### src/rtl/mtp_ram.sv
`timescale 1ns / 1ps
// ----------------------------------------------------------------------------
// Predictor memory
// Simple dual-port synchronous RAM with registered read.
// ----------------------------------------------------------------------------
module mtp_ram #(
  parameter int unsigned Depth = 16,
  parameter int unsigned Width = 16,
  localparam int unsigned AddrW = (Depth > 1) ? $clog2(Depth) : 1
) (
  input  logic             clk_i,
  input  logic             we_i,
  input  logic [AddrW-1:0] waddr_i,
  input  logic [Width-1:0] wdata_i,
  input  logic             re_i,
  input  logic [AddrW-1:0] raddr_i,
  output logic [Width-1:0] rdata_o
);

  logic [Width-1:0] mem_q [Depth];
  logic [Width-1:0] rdata_q;

  always_ff @(posedge clk_i) begin
    if (we_i) begin
      mem_q[waddr_i] <= wdata_i;
    end
    if (re_i) begin
      rdata_q <= mem_q[raddr_i];
    end
  end

  assign rdata_o = rdata_q;

endmodule

### config.mk
export PLATFORM = sky130hd
export DESIGN_NAME = mtp_ram
export DESIGN_NICKNAME = d
export VERILOG_FILES = /design/src/rtl/mtp_ram.sv
export SDC_FILE = /design/constraint.sdc
export NUM_CORES = 1
export LEC_CHECK = 0
export ABC_AREA = 1
export ABC_CLOCK_PERIOD_IN_PS = 1500
export BUFFER_PORTS_ARGS = -buffer_cell sky130_fd_sc_hd__buf_2
export CORE_MARGIN = 1
export CORE_UTILIZATION = 31
export DETAILED_ROUTE_END_ITERATION = 7
export MAX_ROUTING_LAYER = met4
export SLEW_MARGIN = 10
export SYNTH_ARGS = -nofsm -noshare
export SYNTH_HDL_FRONTEND = slang
export SYNTH_SLANG_ARGS = --single-unit
### constraint.sdc
create_clock -name clk_i -period 1.5 [get_ports clk_i]
set_input_delay 0.225 -clock clk_i [delete_from_list [all_inputs] [get_ports clk_i]]
set_output_delay 0.225 -clock clk_i [all_outputs]
set_load 0.01 [all_outputs]
==> results.cfg <==
[synthesis]
ys_types = 12
synthTopCellsByArea = edfxtp_1 71%, nand2_1 11%, nand3_1 8.4%, inv_1 6.4%, buf_4 1.2%
ys.warnings.count = 0
yosysSeqAreaShare_pct = 70.8
synth-seq-cells = 272
syn_area_um2 = 11500
synthCells = 1074
synth_top_area_share_pct = 70.8
syn-num-nets = 1101
synth_area_leader_cell = edfxtp_1
avgSynthCellArea_um2 = 10.7

[worst_setup_path]
r2r_end = rdata_o[13]
cp.required_ps = 1270
reg2reg_slack_ps = 400
critical_path.top_delay_family = flip-flops
max_stage_delay_ps = 490
worstRegToRegCells = 6
crit_fanout = 1
crit_chain = buf_2
regToRegStartpoint = mem_q[5][13]
crit_path_end_kind = output port
path_buf_inv = 1
slowest_stage = edfxtp_1
worst_ep_arrival_time_ps = 1220
crit_path_start_kind = flip-flop
crit_type = reg2out

[power_and_ir_drop]
swShare_pct = 22.2
seq_power_share_pct = 53.2
clockPowerShare_pct = 40.3
combPwrFrac_pct = 6.5
leakage_nw = 5.64
p_int_mw = 12.6
p_sw_mw = 3.60
irDropWorstVdd_v = 0.000881
p_per_area_nw_per_um2 = 1200

[timing]
finalCritPeriodShare_pct = 96.3
slew_headroom_pct = 70.1
finalHoldViolCount = 0
setup_viol_count_final = 0
fmax_mhz = 693
worst_slew_pin_slew_ps = 447
drv_slew = 0
whs_ps = 65.4
period_minus_slack_ps = 1440
skew_ps = 13.9
rsz0062_at_grt = false

[routing]
drc = 0
viasPerCell = 4.58
num_vias = 7412
wl_mm = 28.5
wire_per_inst_um = 17.6
drt_iter0_drc = 680
drt_first_pass_iters = 6
ant_nets = 0

[cells_and_area]
layout-drive-gt1-share_pct = 11.5
design_area_um2 = 13500
final_common_cell = nand2_1
syn2layout_area_growth_pct = 17.1
final_cell_mix = 341 x nand2_1, 272 x edfxtp_1, 196 x inv_1
num_antenna_cells = 0
nets = 1158
finish.utilization_pct = 36.9

[clock_network]
clkTransAtPathRegs_ps = 60
cts_tree = done
clock_path_buffers = 3
root_buffer = clkbuf_16
ctsResizeCount = 0
cts_sinks = 272
cts_inserted_buffers = 28
cts.htree.levels = 1
clock_latency_ps = 540
post_cts_buffers = 0
ctsHoldBuffers = 0

[floorplan]
dieHeight_um = 195
start_util_pct = 31.5
fp-row-count = 70
io_pins = 43
die_area_um2 = 38000
die_w_um = 195
coreArea_um2 = 36600

[global_route]
grt_first_pass_wirelength_mm = 43.8
grt_start_max_net_pins = 65
grt_overflow = 0
grt_usage_pct = 15.7
antenna_found_initial = 1
grt_pass1_vias = 7195

[hold_path]
hold_start = wdata_i[7]
hold_end = mem_q[12][7]
holdCritPathClass = in2reg
min_path_cells = 1

[placed_design]
place_hpwl_mm = 15.6
gp_congestion = 0.779
portBuffers = 42
post_dp_cell_area_um2 = 12700

[status]
status = finished, final reports clean

[flow_run]
drv_cap = 0
## Yosys cell counts
cell type,instances
inv_1,196
buf_2,19
inv_2,2
edfxtp_1,272
nand3_1,193
nand2_1,341
buf_6,3
buf_1,1
nor2_1,17
clkbuf_1,10
buf_4,18
nand3b_1,2
## worst max path at each step
stage / from / end / slack [ps] / cells after the start
after floorplan: waddr_i[2] / mem_q[10][0] / -20 / 2
after global placement: raddr_i[0] / rdata_o[13] / 80 / 8
after CTS: rdata_o[3] / rdata_o[3] / 50 / 1
after detailed placement: raddr_i[0] / rdata_o[13] / 60 / 8
final: rdata_o[3] / rdata_o[3] / 60 / 1
after global routing: rdata_o[13] / rdata_o[13] / 10 / 1
## sequential cells by signal, summed over array words and instances, names as in the netlist
name     flops
mem_q      256
rdata_o     16
## layout make-up
class | instances | area [um^2]
clock buffers | 36 | 752
clock inverters | 15 | 98.8
fillers | 3538 | 23100
inverters | 198 | 746
multi-input cells | 553 | 2360
flip-flops and latches | 272 | 8170
well taps | 468 | 586
repair buffers | 78 | 796
## metrics by stage
stage	std cells	TNS [ps]	power [mW]	worst slack, ps
after global placement	1569	0	9.83	84.0
after floorplan	1074	-3150	9.35	-24.6
after CTS	1620	0	16.3	47.3
after global routing	1620	0	16.7	14.3
after detailed placement	1569	0	9.85	60.1
final	1620	0	16.2	56.1
## kinds of logic after synthesis
group,Yosys count,synth area share [%]
and+or+nand+nor,553,20.1
DFF,272,70.8
buffers and inverters,249,9.09
## power by group through the flow
stage / registers, mW / logic, mW / clock network (mW)
floorplan: 8.78 / 0.574 / 0
global placement: 8.78 / 1.05 / 0
detailed placement: 8.78 / 1.06 / 0
CTS: 8.62 / 1.07 / 6.62
global route: 8.63 / 1.18 / 6.91
finish: 8.62 / 1.06 / 6.52
## layer usage
metal  part of all wire [%]  routed length, um  track usage [%]
met4                    1.8                525             3.67
met2                     46              13200             25.1
met1                     46              13100             21.0
met5                      0                  0                -
met3                    6.0               1720             2.22
(Power assumes the default switching activity.)
