===== src/rtl/mtp_pkg.sv =====
`timescale 1ns / 1ps
// ----------------------------------------------------------------------------
// Markov transition predictor package
// Payload types, control structs and fixed constants of the predictor.
// ----------------------------------------------------------------------------
package mtp_pkg;

  localparam int unsigned StateW   = 4;
  localparam int unsigned UnitIdxW = 4;
  localparam int unsigned DelayW   = 20;
  localparam int unsigned StepW    = 16;
  localparam int unsigned DigitW   = 4;

  localparam logic [StepW-1:0] StepReset   = 16'd2000;
  localparam logic             FuncObserve = 1'b0;

  typedef struct packed {
    logic                func;
    logic [UnitIdxW-1:0] unit_index;
    logic [StateW-1:0]   new_state;
  } mtp_in_t;

  typedef struct packed {
    logic [StateW-1:0] predicted_state;
    logic [StateW-1:0] last_state;
    logic [DelayW-1:0] expected_delay;
    logic [DelayW-1:0] last_delay;
    logic              row_empty;
    logic              bad_state;
  } mtp_out_t;

  // Control of the row accumulator: clear before a walk, then one count per valid.
  typedef struct packed {
    logic              clear;
    logic              valid;
    logic [StateW-1:0] idx;
  } scan_ctl_t;

  typedef struct packed {
    logic busy;
    logic done;
  } md_status_t;

endpackage


===== src/rtl/mtp_row_scan.sv =====
`timescale 1ns / 1ps
// ----------------------------------------------------------------------------
// Predictor row accumulator
// Takes one count of a transition row per valid cycle and keeps the row
// total, the index-weighted sum and the argmax with the last-state tie rule.
// ----------------------------------------------------------------------------
module mtp_row_scan import mtp_pkg::*; #(
  parameter int unsigned CountW = 16,
  localparam int unsigned TotalW = CountW + 4,
  localparam int unsigned WeightW = CountW + 8
) (
  input  logic               clk_i,
  input  logic               rst_ni,
  input  scan_ctl_t          ctl_i,
  input  logic [CountW-1:0]  count_i,
  input  logic [StateW-1:0]  last_i,
  output logic [TotalW-1:0]  total_o,
  output logic [WeightW-1:0] weighted_o,
  output logic [StateW-1:0]  predicted_o
);

  logic [TotalW-1:0]  total_q, total_d;
  logic [WeightW-1:0] weighted_q, weighted_d;
  logic [CountW-1:0]  max_q, max_d;
  logic [StateW-1:0]  max_idx_q, max_idx_d;
  logic [CountW-1:0]  last_cnt_q, last_cnt_d;

  always_comb begin
    total_d    = total_q;
    weighted_d = weighted_q;
    max_d      = max_q;
    max_idx_d  = max_idx_q;
    last_cnt_d = last_cnt_q;
    if (ctl_i.clear) begin
      total_d    = '0;
      weighted_d = '0;
      max_d      = '0;
      max_idx_d  = '0;
      last_cnt_d = '0;
    end else if (ctl_i.valid) begin
      total_d    = total_q + TotalW'(count_i);
      weighted_d = weighted_q + WeightW'(count_i) * WeightW'(ctl_i.idx);
      // Counts arrive in ascending index order, so a strict compare keeps the
      // lowest index among equal maxima.
      if (count_i > max_q) begin
        max_d     = count_i;
        max_idx_d = ctl_i.idx;
      end
      if (ctl_i.idx == last_i) begin
        last_cnt_d = count_i;
      end
    end
  end

  always_ff @(posedge clk_i or negedge rst_ni) begin
    if (!rst_ni) begin
      total_q    <= '0;
      weighted_q <= '0;
      max_q      <= '0;
      max_idx_q  <= '0;
      last_cnt_q <= '0;
    end else begin
      total_q    <= total_d;
      weighted_q <= weighted_d;
      max_q      <= max_d;
      max_idx_q  <= max_idx_d;
      last_cnt_q <= last_cnt_d;
    end
  end

  // The last state wins whenever its own count reaches the maximum.
  assign predicted_o = (last_cnt_q == max_q) ? last_i : max_idx_q;
  assign total_o     = total_q;
  assign weighted_o  = weighted_q;

endmodule


===== config.mk =====
export PLATFORM = sky130hd
export DESIGN_NAME = mtp_row_scan
export DESIGN_NICKNAME = d
export VERILOG_FILES = /design/src/rtl/mtp_pkg.sv /design/src/rtl/mtp_row_scan.sv
export SDC_FILE = /design/constraint.sdc
export NUM_CORES = 1
export LEC_CHECK = 0
export BUFFER_PORTS_ARGS = -buffer_cell sky130_fd_sc_hd__buf_2
export CAP_MARGIN = 25
export CORE_MARGIN = 4
export CORE_UTILIZATION = 50
export CTS_CLUSTER_SIZE = 16
export DETAILED_ROUTE_END_ITERATION = 10
export PLACE_DENSITY = 0.75
export RECOVER_POWER = 25
export SLEW_MARGIN = 20
export SYNTH_ARGS = -nofsm -noshare
export SYNTH_HDL_FRONTEND = slang
export SYNTH_SLANG_ARGS = --single-unit

===== constraint.sdc =====
create_clock -name clk_i -period 4.74 [get_ports clk_i]
set_input_delay 0.711 -clock clk_i [delete_from_list [all_inputs] [get_ports clk_i]]
set_output_delay 0.711 -clock clk_i [all_outputs]
set_load 0.02 [all_outputs]

==> flow_summary_export.csv <==
group,metric,value,unit
outcome,outcome,"finished with violations",
outcome,violations,"capacitance limit, slew limit",
timing,finalClockSkew,0.0104,ns
placement,gp_congestion,0.922,
synth,syn-num-nets,1007,
worst_hold_path,hold_class,"flop to flop",
grt,antenna_found_initial,0,
timing,max_freq,231,MHz
setup_path,cp_slowest_stage_delay,0.55,ns
synth,synth.cell_area,0.00773,mm2
floorplanning,dieArea,0.0175,mm2
finish,drive_gt1_share,13.5,%
synth,synthFlopType,"dfrtp_1",
setup_path,cp_cell_sequence,"buf_2 -> and2_1 -> fa_1 -> fa_1 -> inv_1 -> fa_1 -> inv_1 -> ha_1 -> a21o_1 -> a31oi_1 -> nand3_1 -> o21ai_0 -> xor2_1 -> o21ai_0",
timing,worstMarginPinSlew,2.62,ns
detailed_routing,via_per_inst,5.60,
pwr,max-vdd-ir-drop,0.220,mV
synth,synthArstFlopShare,100,%
detailed_routing,routedWlPerCell,16.3,um
grt,grt_pass1_wl,31300,um
synth,ys_top_cells_by_area,"dfrtp_1 26%, fa_1 12%, ha_1 10%",
synth,yosysMostFrequentCell,"inv_1",
timing,min_period_over_period,91.3,%
clock_tree,htreeDepth,3,
finish,antennaDiodeCount,0,
grt,grt_max_degree,68,
clock_tree,path_clk_slew,0.06,ns
timing,hold_viol_final,0,
detailed_routing,drt.antenna.violating_nets,0,
detailed_routing,drtIter0Drc,327,
worst_hold_path,holdPathStages,2,
clock_tree,holdBufCountCts,0,
timing,drv_slew,83,
grt,grt_util_met2,35.6,%
floorplanning,num_rows,45,
setup_path,required,4.93,ns
synth,yosysSeqAreaShare,25.9,%
grt,grt-ovfl-total,0,
setup_path,crit_path_max_fanout,18,
setup_path,endpoint_kind,"flop",
synth,synth-edff-count,0,
clock_tree,cts_resized,0,
placement,port_buffers,75,
setup_path,crit_arrival,4.51,ns
worst_hold_path,hp-start,"weighted_o[12]",
setup_path,critPathLaunchType,"input port",
synth,synthTopCellsByCount,"116 x inv_1, 80 x dfrtp_1, 64 x nor2_1",
timing,setup_viol,0,
clock_tree,clock-sinks,80,
placement,place_area,0.00833,mm2
setup_path,crit_path_start,"ctl_i[3]",
clock_tree,cts_root_buf,"clkbuf_16",
detailed_routing,drc,0,
detailed_routing,routed_wl,18400,um
timing,setup-tns-final,0,ns
finish,area_growth,11.7,%
floorplanning,die_h,132,um
clock_tree,cts_buffers,9,
grt,grt_busiest_layer,"met2",
synth,synth_cell_type_count,60,
pwr,total_leakage_power,4.38,nW
floorplanning,start_util,50.9,%
synth,synth_top_area_share,25.9,%
grt,grt_use_total,21.9,%
synth,synth_top_area_cell,"dfrtp_1",
setup_path,slowest_stage,"fa_1",
grt,use_met1,30.1,%
pwr,power_density,428,mW/mm2
synth,netlist_instances,871,
finish,layout.nets,1074,
grt,grt_pass1_vias,6253,
detailed_routing,vias,6338,
job,cap_viol_max_count,2,
timing,slew_headroom,-74.5,%
clock_tree,cts_tree,"done",
grt,grt_util_met3,4.62,%
clock_tree,clk_latency,0.35,ns
synth,ys_ff_latch,80,
setup_path,reg2reg_depth,10,
setup_path,path_common_cell,"fa_1",
clock_tree,cts_setup_buffers,0,
setup_path,critPathKind,"input port to flop",
placement,dp_hpwl,13700,um
detailed_routing,firstDrtPassIters,4,
timing,fin_crit,4.33,ns
clock_tree,cts_max_path_buffers,2,
timing,rsz0062_at_grt,"false",
floorplanning,coreArea,0.0152,mm2
floorplanning,ios,76,
setup_path,r2r-start,"weighted_o[7]",
synth,yosysWarnings,0,
synth,syn_area_per_cell,8.88,um2
floorplanning,die_x,132,um
finish,final_area,0.00864,mm2
## sequential cells by signal, indices dropped and copies added (netlist names)
register	flops
max_idx_q	4
max_q	16
weighted_o	24
last_cnt_q	16
total_o	20
## power by group
| part | internal (W) | total [W] | leakage [nW] | switching [W] |
|---|---|---|---|---|
| Combinational | 0.000832 | 0.00206 | 3.16 | 0.00122 |
| Clock | 0.000430 | 0.000749 | 0.150 | 0.000319 |
| Sequential | 0.000791 | 0.000889 | 1.08 | 0.0000984 |
## critical path: cells and delay by family
| family | cells | cell delay [ns] |
|---|---|---|
| compound gates | 4 | 1.00 |
| simple gates | 2 | 0.37 |
| buf+inv | 3 | 0.30 |
| fa+ha+maj | 4 | 1.94 |
| xor+xnor | 1 | 0.18 |
## cell type report
| cell class | instances | area (um2) |
|---|---|---|
| fill | 1403 | 6570 |
| multi-input combinational | 643 | 5180 |
| sequential | 80 | 2000 |
| timing repair buffer | 88 | 477 |
| inverter | 116 | 435 |
| clock buffer | 10 | 239 |
| tap | 188 | 235 |
| clock inverter | 6 | 72.6 |
## layout by cell type, fill, tap and decap left out, types with 4 or more instances in the layout
cell type	count
o21ai_0	26
a221oi_1	4
nand3_1	19
buf_2	74
fa_1	46
o21a_1	4
dfrtp_1	80
nand4_1	17
a211oi_1	5
a31oi_1	7
a32o_1	5
xor2_1	8
and3_1	5
o211ai_1	4
xnor2_1	30
inv_1	116
nand2b_1	46
nor2b_1	15
ha_1	62
or3_1	7
nor3_1	7
nand2_1	49
nor2_1	63
a21oi_1	42
clkbuf_16	9
mux2i_1	48
buf_4	12
a21o_1	12
mux2_2	9
and2_1	57
o21bai_1	5
## path summary, 6_finish.rpt
path	slack (ns)	to
setup reg to reg	1.78	weighted_o[14]
setup / recovery	0.41	weighted_o[14]
min in group asynchronous	1.18	total_o[3]
hold reg to reg	0.51	weighted_o[12]
max in group asynchronous	0.99	weighted_o[21]
hold / removal	0.51	weighted_o[12]
## logic make-up after synthesis
kind of cell	synth area share [%]
AOI/OAI and AO/OA	12.6
adders and majority gates	21.9
muxes	7.72
xor gates and xnor gates	4.30
and+or+nand+nor	20.1
buffers and inverters	7.49
DFF	25.9
## layer usage
metal / routed length (um) / up-vias
met5: 0 / -
met4: 359 / 0
met3: 911 / 24
met2: 8630 / 171
met1: 8520 / 3097
li1: - / 3046
## through the flow
stage | std cells | power, W | util, % | setup WS (ns) | hold WS, ns
after global routing | 1131 | 0.00404 | 56.8 | 0.101 | 0.558
after floorplan | 871 | 0.00244 | - | 0.281 | 0.415
after detailed placement | 1115 | 0.00295 | 54.8 | 0.0855 | 0.500
after CTS | 1131 | 0.00372 | 56.9 | 0.440 | 0.407
after global placement | 1114 | 0.00291 | 54.7 | 0.177 | 0.492
final | 1131 | 0.00369 | 56.8 | 0.414 | 0.507
No activity file was read; power rests on OpenSTA's default activity.
