### config.mk
export PLATFORM = sky130hd
export DESIGN_NAME = mtp_muldiv
export DESIGN_NICKNAME = d
export VERILOG_FILES = /design/src/rtl/mtp_pkg.sv /design/src/rtl/mtp_muldiv.sv
export SDC_FILE = /design/constraint.sdc
export NUM_CORES = 1
export LEC_CHECK = 0
export BUFFER_PORTS_ARGS = -buffer_cell sky130_fd_sc_hd__buf_2
export CELL_PAD_IN_SITES_DETAIL_PLACEMENT = 1
export CELL_PAD_IN_SITES_GLOBAL_PLACEMENT = 2
export CORE_UTILIZATION = 39
export DETAILED_ROUTE_END_ITERATION = 6
export MAX_ROUTING_LAYER = met4
export PLACE_DENSITY = 0.81
export SETUP_SLACK_MARGIN = 0.05
export SYNTH_ARGS = -nofsm -noshare
export SYNTH_HDL_FRONTEND = slang
export SYNTH_SLANG_ARGS = --single-unit
### constraint.sdc
create_clock -name clk_i -period 6.2 [get_ports clk_i]
set_input_delay 0.31 -clock clk_i [delete_from_list [all_inputs] [get_ports clk_i]]
set_output_delay 0.31 -clock clk_i [all_outputs]
set_load 0.02 [all_outputs]
### src/rtl/mtp_pkg.sv
`timescale 1ns / 1ps
// ----------------------------------------------------------------------------
// Markov transition predictor package
// Payload types, control structs and fixed constants of the predictor.
// ----------------------------------------------------------------------------
package mtp_pkg;

  localparam int unsigned StateW   = 4;
  localparam int unsigned UnitIdxW = 4;
  localparam int unsigned DelayW   = 20;
  localparam int unsigned StepW    = 16;
  localparam int unsigned DigitW   = 4;

  localparam logic [StepW-1:0] StepReset   = 16'd2000;
  localparam logic             FuncObserve = 1'b0;

  typedef struct packed {
    logic                func;
    logic [UnitIdxW-1:0] unit_index;
    logic [StateW-1:0]   new_state;
  } mtp_in_t;

  typedef struct packed {
    logic [StateW-1:0] predicted_state;
    logic [StateW-1:0] last_state;
    logic [DelayW-1:0] expected_delay;
    logic [DelayW-1:0] last_delay;
    logic              row_empty;
    logic              bad_state;
  } mtp_out_t;

  // Control of the row accumulator: clear before a walk, then one count per valid.
  typedef struct packed {
    logic              clear;
    logic              valid;
    logic [StateW-1:0] idx;
  } scan_ctl_t;

  typedef struct packed {
    logic busy;
    logic done;
  } md_status_t;

endpackage

### src/rtl/mtp_muldiv.sv
`timescale 1ns / 1ps
// ----------------------------------------------------------------------------
// Predictor mean unit
// Multiplies the weighted sum by the delay step one digit per cycle, then
// divides by the row total one quotient bit per cycle.
// ----------------------------------------------------------------------------
module mtp_muldiv import mtp_pkg::*; #(
  parameter int unsigned CountW = 16,
  localparam int unsigned TotalW = CountW + 4,
  localparam int unsigned WeightW = CountW + 8
) (
  input  logic               clk_i,
  input  logic               rst_ni,
  input  logic               start_i,
  input  logic [WeightW-1:0] weighted_i,
  input  logic [TotalW-1:0]  total_i,
  input  logic [StepW-1:0]   step_i,
  output md_status_t         status_o,
  output logic [DelayW-1:0]  quot_o
);

  localparam int unsigned ProdW = WeightW + StepW;
  localparam logic [1:0] PhIdle = 2'd0;
  localparam logic [1:0] PhMul  = 2'd1;
  localparam logic [1:0] PhDiv  = 2'd2;
  localparam logic [4:0] MulLast = 5'(StepW / DigitW - 1);
  localparam logic [4:0] DivLast = 5'(DelayW - 1);

  logic [1:0]         phase_q, phase_d;
  logic [4:0]         cnt_q, cnt_d;
  logic               done_q, done_d;
  logic [ProdW-1:0]   prod_q, prod_d;
  logic [WeightW-1:0] wgt_q, wgt_d;
  logic [StepW-1:0]   step_q, step_d;
  logic [TotalW-1:0]  tot_q, tot_d;
  logic [TotalW-1:0]  rem_q, rem_d;
  logic [DelayW-1:0]  lo_q, lo_d;
  logic [DelayW-1:0]  quot_q, quot_d;
  logic [TotalW:0]    trial;
  logic [ProdW-1:0]   partial;

  always_comb begin
    phase_d = phase_q;
    cnt_d   = cnt_q;
    done_d  = 1'b0;
    prod_d  = prod_q;
    wgt_d   = wgt_q;
    step_d  = step_q;
    tot_d   = tot_q;
    rem_d   = rem_q;
    lo_d    = lo_q;
    quot_d  = quot_q;
    trial   = {rem_q, lo_q[DelayW-1]};
    partial = ProdW'(wgt_q) * ProdW'(step_q[StepW-1 -: DigitW]);
    unique case (phase_q)
      PhIdle: begin
        if (start_i) begin
          phase_d = PhMul;
          cnt_d   = '0;
          prod_d  = '0;
          wgt_d   = weighted_i;
          step_d  = step_i;
          tot_d   = total_i;
        end
      end
      PhMul: begin
        prod_d = (prod_q << DigitW) + partial;
        step_d = step_q << DigitW;
        cnt_d  = cnt_q + 5'd1;
        if (cnt_q == MulLast) begin
          phase_d = PhDiv;
          cnt_d   = '0;
        end
      end
      PhDiv: begin
        if (trial >= {1'b0, tot_q}) begin
          rem_d  = TotalW'(trial - {1'b0, tot_q});
          quot_d = {quot_q[DelayW-2:0], 1'b1};
        end else begin
          rem_d  = trial[TotalW-1:0];
          quot_d = {quot_q[DelayW-2:0], 1'b0};
        end
        lo_d  = lo_q << 1;
        cnt_d = cnt_q + 5'd1;
        if (cnt_q == DivLast) begin
          phase_d = PhIdle;
          done_d  = 1'b1;
        end
      end
      default: begin
        phase_d = PhIdle;
      end
    endcase
    // Load the divider from the finished product on the last multiply step.
    // The quotient fits in DelayW bits, so the upper product bits are already
    // below the divisor and seed the remainder.
    if (phase_q == PhMul && cnt_q == MulLast) begin
      rem_d  = prod_d[ProdW-1:DelayW];
      lo_d   = prod_d[DelayW-1:0];
      quot_d = '0;
    end
  end

  always_ff @(posedge clk_i or negedge rst_ni) begin
    if (!rst_ni) begin
      phase_q <= PhIdle;
      cnt_q   <= '0;
      done_q  <= 1'b0;
      prod_q  <= '0;
      wgt_q   <= '0;
      step_q  <= '0;
      tot_q   <= '0;
      rem_q   <= '0;
      lo_q    <= '0;
      quot_q  <= '0;
    end else begin
      phase_q <= phase_d;
      cnt_q   <= cnt_d;
      done_q  <= done_d;
      prod_q  <= prod_d;
      wgt_q   <= wgt_d;
      step_q  <= step_d;
      tot_q   <= tot_d;
      rem_q   <= rem_d;
      lo_q    <= lo_d;
      quot_q  <= quot_d;
    end
  end

  assign status_o.busy = (phase_q != PhIdle);
  assign status_o.done = done_q;
  assign quot_o        = quot_q;

endmodule

==> run summary <==
Synth Register Bits: 168
Syn avg cell area: 9.18 µm²
Starting Density: 39.6%
Largest net degree at the start of global routing: 98
Clock transition at path regs: 0.08 ns
Total of max-cap violations: 0
Worst r2r path cells: 15
TritonCTS clock tree: built
Worst Setup EP: rem_q[13]
Failing checks: hold timing
Outcome: complete, but fails checks
Req. time, crit path: 6.54 ns
Leading area contributor after synthesis: dfrtp_1
Fin crit period: 5.35 ns
Clock buffer count from CTS: 17
Most common cell in the netlist: dfrtp_1
# nets final: 1599
Core area: 0.0315 mm²
WP data arrival: 5.69 ns
DR iter-0 viols: 393
Sink Count: 168
Vias/cell: 5.32
Antenna violations before repair: 0
Drt wl/cell: 17.6 µm
Max Slew Vio Count: 0
Post CTS Setup Buffer Count: 0
CP Cell Sequence: and2_1 -> fa_1 -> fa_1 -> inv_1 -> fa_1 -> inv_1 -> fa_1 -> a21o_1 -> a31oi_1 -> nor2_1 -> o211ai_1 -> o21bai_1 -> o2111ai_1 -> mux2_2 -> o211ai_1
CP Max Fanout: 25
Antenna viol nets, final: 0
Synth Flop Type: dfrtp_1
Worst clock skew: 0.0130 ns
Synth warn: 0
Top post-synthesis cells by count: 168 x dfrtp_1, 164 x inv_1, 124 x nand2_1
CP max-delay cell: dfrtp_1
CTS resizes: 0
Total Routing Usage GR: 21.5%
Final setup TNS: 0 ns
Worst Setup End Kind: register
Later-pin clock latency in the skew report: 0.44 ns
Min-delay worst type: in2async
Worst R2R Setup Slack: 0.85 ns
Routed Wire Length: 32100 µm
Post-synthesis sequential area ratio: 33.7%
Io pins: 85
Layout area overhead: 11.1%
IO buf count: 84
Max_slew headroom: 34.8%
Startpoint Class: register
Share of cells above drive strength 1: 12.9%
Top-area cell type share of the netlist area: 33.7%
RD Place Congestion: 0.808
Syn nets: 1549
Finish-stage setup viols: 0
Row count: 65
Most used cell, CP: fa_1
Final hold violations: 14
Post-DP HPWL: 23700 µm
Reg2reg start: step_q[15]
Crit. path cell count: 15
RSZ-0062 raised after global routing: no
Root Buffer: clkbuf_16
Unique masters post-synth: 67
DRT Pass-1 Iters: 4
Die X: 181 µm
Synth area leaders: dfrtp_1 34%, fa_1 11%, ha_1 6.0%, inv_1 4.9%, and2_1 4.5%
Slew @ Worst Pin: 0.978 ns
CP top delay family: adder cells
Vias in the first global route: 10.6k
Max incr delay on CP: 0.83 ns
R2R Path End: rem_q[13]
Cells after Synth: 1358
Post-synth EDFFs: 0
Hold WS: -0.0208 ns
Full die area: 0.0327 mm²
Die height: 181 µm
Period utilisation layout: 86.2%
Synth Cell Area: 0.0125 mm²
Critical path class: reg2reg
CTS Hold Buffers Added: 0
H-tree depth: 4
F_max: 187 MHz
DRC violations left: 0
Critical path launch point: step_q[15]
First-pass GRT wire length: 55500 µm
Worst-case clock buffer depth: 2
WP buf/inv: 2
Post-synth ARST share: 100%
Routed via count: 9706
Overflow after GRT: 0
## worst min path at each step
| stage | from | endpoint | slack [ns] |
|---|---|---|---|
| 2_1_floorplan | rst_ni | cnt_q[0] | 0.01 |
| 3_3_place_gp | step_q[9] | step_q[9] | 0.46 |
| 3_5_place_dp | prod_q[36] | prod_q[36] | 0.47 |
| 4_1_cts | rst_ni | wgt_q[17] | 0.02 |
| 5_1_grt | rst_ni | wgt_q[17] | 0.07 |
| 6_report | rst_ni | wgt_q[17] | -0.02 |
## routing by layer
layer | vias to the layer above | GRT usage [%] | routed length [µm]
met1 | 4826 | 28.2 | 15400
met4 | 0 | 5.71 | 562
met3 | 40 | 3.77 | 902
met5 | - | - | 0
met2 | 130 | 34.3 | 15200
li1 | 4710 | - | -
## logic make-up after synthesis
family | synth area share [%]
buffers and inverters | 6.98
adders and majority gates | 16.9
xor gates and xnor gates | 2.81
DFF | 33.7
muxes | 8.18
and+or+nand+nor | 15.0
AOI/OAI and AO/OA | 16.4
## state kept, by name, indices dropped and copies added, names as in the netlist, 5 cells and up
signal and flops:
tot_q 20, quot_o 20, wgt_q 24, step_q 16
lo_q 20, prod_q 40, rem_q 20, cnt_q 5
## per-stage QoR
stage / util (%) / instance area (µm²) / instances / hold slack, ns / worst slack, ns
after floorplan: - / 12500 / 1358 / 0.0144 / 1.70
after global placement: 42.1 / 13300 / 1791 / 0.461 / 0.951
after detailed placement: 42.1 / 13300 / 1791 / 0.467 / 0.785
after CTS: 44.0 / 13800 / 1823 / 0.0172 / 0.774
after global routing: 44.0 / 13800 / 1823 / 0.0703 / 0.504
final: 44.0 / 13800 / 1824 / -0.0208 / 0.854
## placed cells by master (no fill, tap or decap), drive strengths merged, types with 5 or more instances in the layout
cell,instances
nand3,24
a21o,29
dfrtp,168
mux2i,49
clkinv,5
ha,60
a22o,13
xnor2,17
and2,89
o21ai,95
o211ai,12
nor2b,11
fa,68
a22oi,5
or3,6
buf,94
xor2,23
a31oi,19
o21bai,5
a211oi,7
clkbuf,17
nor3,13
and3,14
mux2,47
nand2,124
nand2b,5
o31ai,5
nor2,73
nand4,11
inv,172
o21a,7
a21oi,70
a21boi,6
## layout make-up
cell class	instances	area, µm²
multi-input cells	961	7420
inverters	166	623
fillers	3647	17600
clock buffers	17	425
clock inverters	15	165
diodes	1	2.50
flip-flops and latches	168	4200
well taps	402	503
repair buffers	94	502
Power is left out: the tool's default activity adds up to more than one toggle a clock period on the data nets, which glitch-free logic cannot reach.
